<file path="src/rtl/core/bbf_fifo.sv">
// ----------------------------------------------------------------------------
// bbf_fifo
// Two-entry queue between the front and back ends.
// ----------------------------------------------------------------------------
module bbf_fifo #(
  parameter int DATA_W = 8
) (
  input  logic              clk,
  input  logic              rst,
  input  logic              push,
  input  logic [DATA_W-1:0] push_data,
  output logic              push_ready,
  input  logic              pop,
  output logic              pop_valid,
  output logic [DATA_W-1:0] pop_data
);

  logic [DATA_W-1:0] mem [2];
  logic              wptr;
  logic              rptr;
  logic [1:0]        count;

  assign push_ready = (count != 2'd2);
  assign pop_valid  = (count != 2'd0);
  assign pop_data   = mem[rptr];

  always_ff @(posedge clk) begin
    if (push && push_ready) begin
      mem[wptr] <= push_data;
    end
  end

  always_ff @(posedge clk) begin
    if (rst) begin
      wptr  <= 1'b0;
      rptr  <= 1'b0;
      count <= 2'd0;
    end else begin
      if (push && push_ready) begin
        wptr <= ~wptr;
      end
      if (pop && pop_valid) begin
        rptr <= ~rptr;
      end
      count <= count + 2'(push && push_ready) - 2'(pop && pop_valid);
    end
  end

endmodule

</file>
<file path="config.mk">
export PLATFORM = sky130hd
export DESIGN_NAME = bbf_fifo
export DESIGN_NICKNAME = d
export VERILOG_FILES = /design/src/rtl/core/bbf_fifo.sv
export SDC_FILE = /design/constraint.sdc
export NUM_CORES = 1
export LEC_CHECK = 0
export BUFFER_PORTS_ARGS = -buffer_cell sky130_fd_sc_hd__buf_4
export CAP_MARGIN = 15
export CORE_ASPECT_RATIO = 1.25
export CORE_MARGIN = 4
export CORE_UTILIZATION = 35
export CTS_CLUSTER_DIAMETER = 30
export DETAILED_ROUTE_END_ITERATION = 10
export GPL_TIMING_DRIVEN = 0
export MAX_ROUTING_LAYER = met4
export PLACE_DENSITY = 0.59
export SYNTH_ARGS = -nofsm -noshare
export SYNTH_HDL_FRONTEND = slang
export SYNTH_SLANG_ARGS = --single-unit
</file>
<file path="constraint.sdc">
create_clock -name clk -period 2.4 [get_ports clk]
set_clock_uncertainty 0.15 [all_clocks]
set_input_delay 0.72 -clock clk [delete_from_list [all_inputs] [get_ports clk]]
set_output_delay 0.72 -clock clk [all_outputs]
set_load 0.03 [all_outputs]
</file>
# Word-level counts from Yosys, hierarchy flattened

Memories as Yosys holds them, arrays and structs flattened. A register that Yosys moved wholly into a read port is not among the register bits.
Cells that the tools add are included.

Add/sub/neg operators: 2
Equality and inequality tests: 1
Muxes and demuxes: 4
Bitwise operators: 2
Reduce and logical (&&, ||, !) cells: 3

Operator list:

| cell                                 | count |
|---|---|
| two-way mux 1 bit                    | 4 |
| adder 2 x 1 -> 2 bit                 | 1 |
| logical AND 1 bit                    | 2 |
| != test 2 bit, second input constant | 1 |
| NOT 1 bit                            | 2 |
| nonzero test 2 bit                   | 1 |
| subtractor 2 x 1 -> 2 bit            | 1 |

Register bits after elaboration: 4
Memory bits (writable): 16
Input bits: 12
Memories kept: 1

Memory list:

| name | words | bits a word | read ports | clocked after Yosys merged registers in | wr ports | RTL line | RTL |
|---|---|---|---|---|---|---|---|
| mem  | 2     | 8           | 1          | 1                                       | 1        | 18       | `logic [DATA_W-1:0] mem [2];` |

# Depth between registers and ports, before layout

Depth after elaboration: 4
Gate-level depth with buffers: 8
Mapped depth without buffers: 8

# Least setup slack after synthesis

OpenSTA, ideal clock, no wires.

Kind: input -> register
Start point: in pop
End point: reg count[1]
Data arrival time: 1631 ps
Path slack: 504 ps
Cell stages on the path: 7
Path buffers: 0
Cell sequence: o21a_2 ha_1 inv_1 ha_1 xor2_1 xnor2_1 nor2_1

Longest elaborated chain between the ends: 2

RTL lines:

| element                   | RTL line | RTL |
|---|---|---|
| from (decl)               | 13       | `input logic pop,` |
| logical AND 1 bit         | 45       | `count <= count + 2'(push && push_ready) - 2'(pop && pop_valid);` |
| subtractor 2 x 1 -> 2 bit | 45       |  |
| to (signal assigned)      | 45       |  |
| to (decl)                 | 21       | `logic [1:0] count;` |

Every way passes these cells.
A chain may end at the register's enable or synchronous reset.

==> qor.csv <==
metric,value,unit
cts_tree,done,
numClockSinks,21,
layout_common_cells,"21 x buf_4, 16 x edfxtp_1, 8 x mux2_1",
hpwl,880.2,µm
p_leak,0.4173,nW
timing.max_cap.violations,0,
crit_arrival,1.33,ns
reg2reg_depth,7,
vias,458,
min_period,2.202,ns
diodes,0,
peakVddDrop,0.5802,mV
fp.dieW,51.12,µm
utilization,0.4686,
viasPerCell,4.362,
power.total,1.066,mW
pwr_density_cell,1029,nW/µm²
cp-start-kind,flop,
cts_resized,0,
grt_start_max_net_pins,12,
place_inst,101,
syn_area_per_cell,16.60,µm²
switchingPower,358.3,µW
core_area,2211,µm²
final_common_cell,buf_4,
drive_above_1_share,0.3919,
clockBufferDepth,2,
routed.top_layer,met4,
path_clk_slew,0.10,ns
power_frac_clock,0.150,
gp_congestion,0.6295,
clkLatencyLatePin,0.29,ns
hold_violations,0,
finalCritPeriodShare,0.9176,
r2r-start,count[1],
final_cell_area,1036,µm²
post_cts_buffers,0,
hp-class,flop to flop,
max_freq,454.1,MHz
grt_pass1_wl,1911,µm
ant_nets,0,
synth_area,813.3,µm²
ios,22,
nets,89,
die_h,61.90,µm
wl,1167,µm
synth_nets,63,
synthCells,49,
post-route-drc-count,0,
die-area,3164,µm²
wl_met1,465,µm
syn2layout_area_growth,27.38,%
setup_slack,0.1977,ns
run_status,"finished, final reports clean",
met2WireLength,598,µm
seqPwrFrac,0.458,
placed_cell_area,1010,µm²
ctsHoldBuffers,0,
start_util,0.3679,
critical_path_peak_fanout,8,
critPathKind,flop to primary output,
fp-row-count,19,
worst_slew_pin_slew,0.7034,ns
power_frac_comb,0.392,
setup_tns,0,ns
whs_path_depth,2,
yosys_register_bits,21,
ys_warn_count,0,
r2r_setup_slack,0.71,ns
grt_pass1_vias,457,
gr-usage-all-layers,0.08805,
antenna_found_initial,0,
ys_types,16,
final_cells,105,
r2r_end,count[1],
maxSlewHeadroom,0.5294,
endpoint_kind,primary output,
holdPathEnd,rptr,
setup_viol,0,
route.met3.wl,77,µm
nFillCells,204,
switching_share,0.3362,
drt_iter0_markers,7,
avgRoutedWirePerCell,11.11,µm
hold_slack,0.3741,ns
overflow,0,
rsz0062_at_grt,no,
io_buffers,21,
min_from,rptr,
intPower,707.6,µW
synth.yosys.seq_area_share,0.7138,
root_buffer,clkbuf_4,
drtPass1Iterations,3,
cts_buffers,3,
post-place-ws,0.3281,ns
htreeDepth,1,
worst_ep_required_time,1.53,ns
slew_viol_final,0,
-- power by group through the flow --
stage	clock network [mW]	logic [mW]	registers, mW
2_1_floorplan	0	0.294	0.491
3_3_place_gp	0	0.422	0.496
3_5_place_dp	0	0.426	0.497
4_1_cts	0.167	0.428	0.489
5_1_grt	0.181	0.460	0.495
6_report	0.160	0.418	0.488
-- per-layer routing --
metal | up-vias | track usage
met5 | - | -
met4 | 0 | 0.05769
met3 | 4 | 0.02387
met2 | 17 | 0.1418
met1 | 212 | 0.09663
li1 | 225 | -
-- Yosys cell counts --
cell type	n	area, µm²
nor2_1	5	18.77
dfxtp_1	5	100.1
or2_1	1	6.260
xnor2_1	2	17.52
xor2_1	1	8.760
buf_2	1	5.000
nor2b_1	2	12.51
mux2_1	8	90.09
mux2_4	1	15.01
o21a_2	1	8.760
inv_1	1	3.750
ha_1	2	25.02
nand2_2	1	6.260
and3_1	1	6.260
edfxtp_1	16	480.5
nand2b_2	1	8.760
-- flip-flops by register name, summed over array words and instances (netlist names), named ones only --
name	cells
count	2
mem	16
rptr	1
wptr	1
-- worst max path at each step --
| stage | to | slack [ns] | cells after the start |
|---|---|---|---|
| after floorplan | count[1] | 0.50 | 7 |
| after global placement | count[1] | 0.34 | 8 |
| after detailed placement | count[1] | 0.33 | 8 |
| after CTS | pop_data[5] | 0.16 | 3 |
| after global routing | pop_data[6] | 0.11 | 3 |
| final | pop_data[5] | 0.20 | 3 |
-- logic make-up (layout without fill, tap and decap cells) --
group,count (synthesis),count (layout),synth area share
compound gates,1,1,0.01077
mux,9,9,0.1292
fa+ha+maj,2,2,0.03076
simple gates,11,11,0.07232
xor+xnor,3,3,0.03231
buf+inv,2,27,0.01076
flops,21,21,0.7139
-- critical path: stages, from the launching register on --
cell and delay, ns:
dfxtp_1 0.31, buf_2 0.21, mux2_1 0.35, buf_4 0.17
-- layout make-up --
| cell class | count | area, µm² | area share |
|---|---|---|---|
| buffer | 1 | 5.005 | 0.004831 |
| clock buffer | 4 | 26.28 | 0.02536 |
| inverter | 1 | 3.754 | 0.003623 |
| multi-input combinational | 26 | 224.0 | 0.2162 |
| sequential | 21 | 580.6 | 0.5604 |
| tap | 31 | 38.79 | 0.03744 |
| timing repair buffer | 21 | 157.7 | 0.1522 |
(Power assumes the default switching activity.)
