**config.mk**
```make
export PLATFORM = sky130hd
export DESIGN_NAME = bbf_front
export DESIGN_NICKNAME = d
export VERILOG_FILES = /design/src/rtl/core/bbf_pkg.sv /design/src/rtl/core/bbf_front.sv
export SDC_FILE = /design/constraint.sdc
export NUM_CORES = 1
export LEC_CHECK = 0
export ABC_AREA = 1
export BUFFER_PORTS_ARGS = -buffer_cell sky130_fd_sc_hd__buf_4
export CORE_MARGIN = 5
export CORE_UTILIZATION = 42
export DETAILED_ROUTE_END_ITERATION = 12
export SYNTH_ARGS = -nofsm -noshare
export SYNTH_HDL_FRONTEND = slang
export SYNTH_SLANG_ARGS = --single-unit
```
**constraint.sdc**
```tcl
create_clock -name clk -period 7.5 [get_ports clk]
set_clock_uncertainty 0.2 [all_clocks]
set_input_delay 1.875 -clock clk [delete_from_list [all_inputs] [get_ports clk]]
set_output_delay 1.875 -clock clk [all_outputs]
set_load 0.005 [all_outputs]
```
**src/rtl/core/bbf_pkg.sv**
```systemverilog
// ----------------------------------------------------------------------------
// bbf_pkg
// Shared constants, codes and types of the box blur filter.
// ----------------------------------------------------------------------------
package bbf_pkg;

  localparam int DEF_MAX_WIDTH  = 1024;
  localparam int DEF_MAX_WINDOW = 15;

  localparam int PIX_W   = 8;
  localparam int ROW_W   = 13;
  localparam int WS_W    = 4;
  localparam int IW_W    = 11;
  localparam int IH_W    = 13;
  localparam int CFG_W   = 13;
  localparam int CIDX_W  = 2;

  localparam logic [WS_W-1:0]  RST_WINDOW = 4'd3;
  localparam logic [IW_W-1:0]  RST_WIDTH  = 11'd640;
  localparam logic [IH_W-1:0]  RST_HEIGHT = 13'd480;
  localparam logic [PIX_W-1:0] RST_BORDER = 8'd48;

  localparam logic CMD_PIXEL = 1'b0;
  localparam logic CMD_DRAIN = 1'b1;

  localparam logic [CIDX_W-1:0] REG_WINDOW = 2'd0;
  localparam logic [CIDX_W-1:0] REG_WIDTH  = 2'd1;
  localparam logic [CIDX_W-1:0] REG_HEIGHT = 2'd2;
  localparam logic [CIDX_W-1:0] REG_BORDER = 2'd3;

  typedef enum logic [2:0] {
    ST_IDLE,
    ST_READ,
    ST_FLUSH,
    ST_DIV,
    ST_DONE
  } bbf_state_t;

endpackage

```
**src/rtl/core/bbf_front.sv**
```systemverilog
// ----------------------------------------------------------------------------
// bbf_front
// Accepts items, tracks input and output raster positions, queues work.
// ----------------------------------------------------------------------------
module bbf_front import bbf_pkg::*; #(
  parameter int MAX_WIDTH  = DEF_MAX_WIDTH,
  parameter int MAX_WINDOW = DEF_MAX_WINDOW,
  parameter int COL_W      = 10,
  parameter int WCNT_W     = 11,
  parameter int SLOT_W     = 4,
  parameter int SZ_W       = 4,
  parameter int ENT_W      = 8
) (
  input  logic              clk,
  input  logic              rst,
  input  logic              restart,
  input  logic [WCNT_W-1:0] w_eff,
  input  logic [IH_W-1:0]   h_eff,
  input  logic [SZ_W-1:0]   reach,
  input  logic              in_valid,
  output logic              in_ready,
  input  logic              command,
  input  logic [PIX_W-1:0]  pixel_in,
  input  logic              q_ready,
  output logic              q_push,
  output logic [ENT_W-1:0]  q_data
);

  localparam int LIN_W = ROW_W + COL_W + 1;

  logic [ROW_W-1:0]  in_row;
  logic [COL_W-1:0]  in_col;
  logic [SLOT_W-1:0] in_slot;
  logic [LIN_W-1:0]  lin;
  logic [ROW_W-1:0]  out_row;
  logic [COL_W-1:0]  out_col;
  logic [SLOT_W-1:0] out_slot;

  logic             accept;
  logic             input_done;
  logic             is_pixel;
  logic             emit;
  logic             eor;
  logic             eof;
  logic             in_eor;
  logic [LIN_W-1:0] thr;

  assign thr        = LIN_W'(32'(reach) * 32'(w_eff) + 32'(reach));
  assign input_done = (in_row >= h_eff);
  assign is_pixel   = (command == CMD_PIXEL) && !input_done;
  assign emit       = is_pixel ? (lin >= thr) : (input_done && (out_row < h_eff));
  assign eor        = (32'(out_col) + 32'd1) >= 32'(w_eff);
  assign eof        = eor && ((32'(out_row) + 32'd1) >= 32'(h_eff));
  assign in_eor     = (32'(in_col) + 32'd1) >= 32'(w_eff);

  assign in_ready = q_ready;
  assign accept   = in_valid && in_ready;
  assign q_push   = accept && (is_pixel || emit);
  assign q_data   = {is_pixel, pixel_in, in_slot, in_col, emit,
                     out_row, out_col, out_slot, eor, eof};

  always_ff @(posedge clk) begin
    if (rst || restart) begin
      in_row   <= '0;
      in_col   <= '0;
      in_slot  <= '0;
      lin      <= '0;
      out_row  <= '0;
      out_col  <= '0;
      out_slot <= '0;
    end else if (accept) begin
      if (emit && eof) begin
        in_row   <= '0;
        in_col   <= '0;
        in_slot  <= '0;
        lin      <= '0;
        out_row  <= '0;
        out_col  <= '0;
        out_slot <= '0;
      end else begin
        if (is_pixel) begin
          lin <= lin + LIN_W'(1);
          if (in_eor) begin
            in_col  <= '0;
            in_row  <= in_row + ROW_W'(1);
            in_slot <= (32'(in_slot) == MAX_WINDOW - 1) ? '0 : in_slot + SLOT_W'(1);
          end else begin
            in_col <= in_col + COL_W'(1);
          end
        end
        if (emit) begin
          if (eor) begin
            out_col  <= '0;
            out_row  <= out_row + ROW_W'(1);
            out_slot <= (32'(out_slot) == MAX_WINDOW - 1) ? '0 : out_slot + SLOT_W'(1);
          end else begin
            out_col <= out_col + COL_W'(1);
          end
        end
      end
    end
  end

endmodule

```
---- Word-level counts from Yosys, hierarchy flattened ----
Index checks and enable logic that the tools add are counted.
word-level totals
  logic and storage cells ................. 61
  bits in read-only memories .............. 0
  input port bits ......................... 42
  RAM bits ................................ 0
  memories ................................ 0
  register bits ........................... 74
  bits in latches ......................... 0
cells by class
  order comparisons ....................... 6
  multiplexer cells ....................... 19
  shifts and indexed selects .............. 0
  bitwise logic cells ..................... 1
  div/mod/pow operators ................... 0
  add/sub/neg operators ................... 10
  equal/unequal tests ..................... 1
  multipliers ............................. 1
  reductions and logical operators ........ 17
operators by type and width
  cell                                           count
  two-way mux 13 bit                             6
  two-way mux 10 bit                             6
  two-way mux 24 bit                             2
  adder 13 x 1 -> 13 bit, second input constant  2
  adder 24 x 1 -> 24 bit, second input constant  1
  >= comparator 24 x 16 -> 1 bit                 1
  adder 10 x 1 -> 11 bit, second input constant  2
  >= comparator 11 bit                           2
  adder 10 x 1 -> 10 bit, second input constant  2
  adder 15 x 4 -> 16 bit                         1
  two-way mux 4 bit                              4
  multiplier 4 x 11 -> 15 bit                    1
  adder 13 x 1 -> 14 bit, second input constant  1
  >= comparator 14 x 13 -> 1 bit                 1
  >= comparator 13 bit                           1
  less-than comparator 13 bit                    1
  nonzero test 2 bit                             4
  logical AND 1 bit                              6
  AND reduction 3 bit                            2
  adder 4 x 1 -> 4 bit, second input constant    1
  == test 4 bit, second input constant           1
  AND reduction 2 bit                            2
  logical OR 1 bit                               2
  logical NOT 1 bit                              1
  other kinds (2)                                2

---- Depth between registers and ports, before layout ----
  depth after elaboration ................. 7
  gate-level depth with buffers ........... 33

---- Least setup slack after synthesis ----
Ideal clock, no wire load.
  path kind ............................... input to register
  from .................................... in reach[3]
  to ...................................... reg in_col[3]
  slack ................................... 0.631 ns
  stages on the path ...................... 27
  arrival ................................. 6.546 ns
  cells stage by stage .................... clkbuf_1 -> nand2_1 -> fa_1 -> fa_1 -> fa_1 -> inv_1 -> ha_1 -> a21oi_1 -> nand2_1 -> a21oi_1 -> o21ai_0 -> a211oi_1 -> xor2_1 -> ha_1 -> nand2_1 -> nor2_1 -> a21boi_0 -> nor2_1 -> nand2_1 -> nand3_1 -> nand2_2 -> nand2_4 -> nand2_2 -> nand2_2 -> buf_2 -> o21ai_0 -> nor2_1
on the way
  longest elaborated chain between the ends .. 7
  elaborated cells on any way between the ends .. 8
  those cells by class .................... 1 x add/sub; 1 x mul; 1 x order compare; 2 x mux; 3 x reduce/logical
ends and longest elaborated chain
  what                                  line             source
  from (decl)                           bbf_front.sv:19  input logic [SZ_W-1:0] reach,
  multiplier 4 x 11 -> 15 bit           bbf_front.sv:48  assign thr = LIN_W'(32'(reach) * 32'(w_eff) + 32'(reach));
  adder 15 x 4 -> 16 bit *              bbf_front.sv:48
  >= comparator 24 x 16 -> 1 bit *      bbf_front.sv:51  assign emit = is_pixel ? (lin >= thr) : (input_done && (out_row < h_eff));
  two-way mux 1 bit *                   bbf_front.sv:51
  logical AND 1 bit *                   bbf_front.sv:72  if (emit && eof) begin
  nonzero test 2 bit (no source line)   -
  AND reduction 2 bit (no source line)  -
  to (signal assigned)                  bbf_front.sv:88  in_col <= in_col + COL_W'(1);
  to (decl)                             bbf_front.sv:32  logic [COL_W-1:0] in_col;
Every way passes the cells marked *; elsewhere a longest branch is shown, timed or not.
A chain may end at the register's enable or synchronous reset.

---- Worst setup path in the final report ----
  from .................................... in w_eff[0]
  to ...................................... reg in_col[5]
on the way
  longest elaborated chain between the ends .. 7
  elaborated cells on any way between the ends .. 13
  those cells by class .................... 1 x add/sub; 1 x mul; 3 x order compare; 4 x mux; 4 x reduce/logical
ends and longest elaborated chain
  what                                  line             source
  from (decl)                           bbf_front.sv:17  input logic [WCNT_W-1:0] w_eff,
  multiplier 4 x 11 -> 15 bit           bbf_front.sv:48
  adder 15 x 4 -> 16 bit                bbf_front.sv:48
  >= comparator 24 x 16 -> 1 bit        bbf_front.sv:51
  two-way mux 1 bit                     bbf_front.sv:51
  logical AND 1 bit                     bbf_front.sv:72
  nonzero test 2 bit (no source line)   -
  AND reduction 2 bit (no source line)  -
Several ways; a longest one is shown, not always the timed one. The select of a mux whose other input is x is not followed.

==> impl_metrics.ini <==
[finish]
drive_gt1_frac = 0.0732
fillers = 1939
n_antenna_cell = 0
final_common_cell = nand2_1
area_growth_pct = 10.6
post-route-util = 0.468
final_cell_area_sq_um = 8670
final_nets = 1376
most-common-layout-cells = nand2_1, inv_1, ha_1

[clock_tree]
cts_setup_buffers = 0
clock_path_buffers = 2
clk_latency_ns = 0.34
cts-htree-levels = 3
numCtsBuffers = 9
cts.sinks = 74
path_clk_slew_ns = 0.06
cts_root_buf = clkbuf_16
cts_tree = built

[logic_synthesis]
syn-instance-count = 1163
avgSynthCellArea_sq_um = 6.75
async_reset_ff_frac = 0
synthFlopType = dfxtp_1
ys_seq_area_frac = 0.189
synth_cell_types = 40
yosys_warnings = 0
ys_ff_latch = 74
synth_edf_count = 0
synth_nets = 1342
netlist_area_sq_um = 7850

[timing]
tightest_slew_ns = 0.788
slew_viol_final = 0
rsz0062_at_grt = false
final_hold_viol_count = 0
fin_crit_ns = 6.93
fin_hold_ws_ns = 0.295
slew_headroom = 0.474
fin_crit_sh = 0.924
setup_viol = 0
fmax_mhz = 144

[global_routing]
antenna_found_initial = 0
grt_pass1_wl_um = 31300
grt_overflow_total = 0
grt_max_degree = 43
first_global_vias = 6695
grt_use_total = 0.174

[status]
status = finished clean

[detailed_routing]
vias = 7172
avgViaCountPerCell = 4.99
drt-total-wl_um = 18600
route.detailed.drc = 0
wl_per_cell_um = 12.9
drtIter0Drc = 397
postRouteAntennaNets = 0
drt-pass1-iter-count = 5

[die]
rows = 50
die_x_um = 147
die_y_um = 147
start_util = 0.424
dieArea_sq_um = 21500
core_area_sq_um = 18500
io_pins = 52

[placement]
gp_congestion = 0.886
place_area_sq_um = 8390
port_buffers = 43
dpl.hpwl_um = 14600

[pwr]
p_per_area_nw_per_um2 = 130
ir_drop_uv = 99.5
leakagePower_nw = 4.62
power_mw = 1.13

[critical_path]
critical_path_arrival_ns = 6.95
worstSetupPathType = in -> reg
crit_path_end_kind = flip-flop
critPathRequiredTime_ns = 7.52
crit_path_start_kind = input port
critPathMaxFanout = 18

[job]
maxCapViolCount = 0

[min_path]
hp-class = reg -> reg
-- cells in the mapped netlist (2+ instances only) --
cell type	number	area, sq um
fa_1	21	420
nor3_1	28	140
buf_6	2	22.5
nand2_4	2	22.5
xor2_1	57	499
a31oi_1	3	18.8
o21ai_0	31	155
buf_2	9	45.0
nand3_1	59	295
inv_1	202	758
buf_4	5	37.5
nor4_1	9	56.3
nand2_1	262	983
a211oi_1	11	82.6
xnor2_1	13	114
nor2_1	104	390
clkbuf_1	16	60.1
a21oi_1	79	395
nand2_2	4	25.0
nand4_1	37	231
dfxtp_1	74	1480
nand3_2	2	20.0
ha_1	116	1450
-- path summary, 6_finish.rpt --
path / slack [ns] / from / end / cells past startpoint
min: 0.29 / out_col[9] / out_col[9] / 2
min reg2reg: 0.29 / out_col[9] / out_col[9] / 2
max: 0.57 / w_eff[0] / in_col[5] / 26
max reg2reg: 3.69 / out_row[0] / in_col[5] / 18
-- power breakdown --
| part | total (mW) | internal, mW | switching [mW] |
|---|---|---|---|
| clock network | 0.407 | 0.224 | 0.183 |
| registers | 0.396 | 0.394 | 0.00152 |
| logic | 0.328 | 0.132 | 0.196 |
-- per-layer routing --
layer	routed length, um	track usage	vias to the layer above
met2	8820	0.299	80
met4	174	0.0419	0
li1	-	-	3802
met1	9070	0.230	3278
met5	0	0	-
met3	498	0.0248	12
-- critical path, stage by stage --
cell	delay [ns]
buf_4	0.14
nand2_1	0.09
fa_1	0.51
fa_1	0.51
fa_1	0.52
inv_1	0.04
ha_1	0.33
a21oi_1	0.16
nand2_1	0.11
a21oi_1	0.20
o21ai_0	0.21
a211oi_2	0.25
xor2_1	0.11
ha_1	0.28
nand2_1	0.05
nor2_1	0.15
a21boi_0	0.19
nor2_1	0.07
nand2_1	0.12
nand3_1	0.10
nand2_2	0.13
nand2_4	0.10
o21ai_4	0.14
nand2_4	0.20
nand2_2	0.25
nor2_1	0.08
-- area by class of cell --
cell class | count | area [sq um] | area share
clock inverters | 6 | 41.3 | 0.00476
clock buffers | 10 | 229 | 0.0264
repair buffers | 56 | 424 | 0.0489
inverters | 204 | 766 | 0.0883
multi-input cells | 852 | 5440 | 0.627
well taps | 234 | 293 | 0.0338
flip-flops and latches | 74 | 1480 | 0.171
-- metrics by stage --
step | setup WS [ns] | TNS (ns) | instances
finish | 0.572 | 0 | 1436
global route | 0.0203 | 0 | 1436
CTS | 0.353 | 0 | 1436
detailed placement | -0.00536 | -0.0105 | 1420
global placement | 0.0593 | 0 | 1420
floorplan | 0.631 | 0 | 1163
-- what timing repair did --
item / 4_1_cts / 5_1_grt
endpoints found under the setup margin: 0 / 25
hold buffers: 0 / 0
resized for setup: 0 / 3
-- registers in the layout, summed over array words and instances, names as in the netlist --
register	count
out_col	10
in_row	13
out_row	13
in_col	10
out_slot	4
lin	24
-- kinds of logic after synthesis --
family	Yosys count	synth area share
AO/OA/AOI/OAI	134	0.0954
XOR/XNOR	70	0.0782
adder cells (fa/ha/maj)	137	0.239
buffers and inverters	237	0.119
flip-flops	74	0.189
AND/OR/NAND/NOR	511	0.280
(Power assumes the default switching activity.)
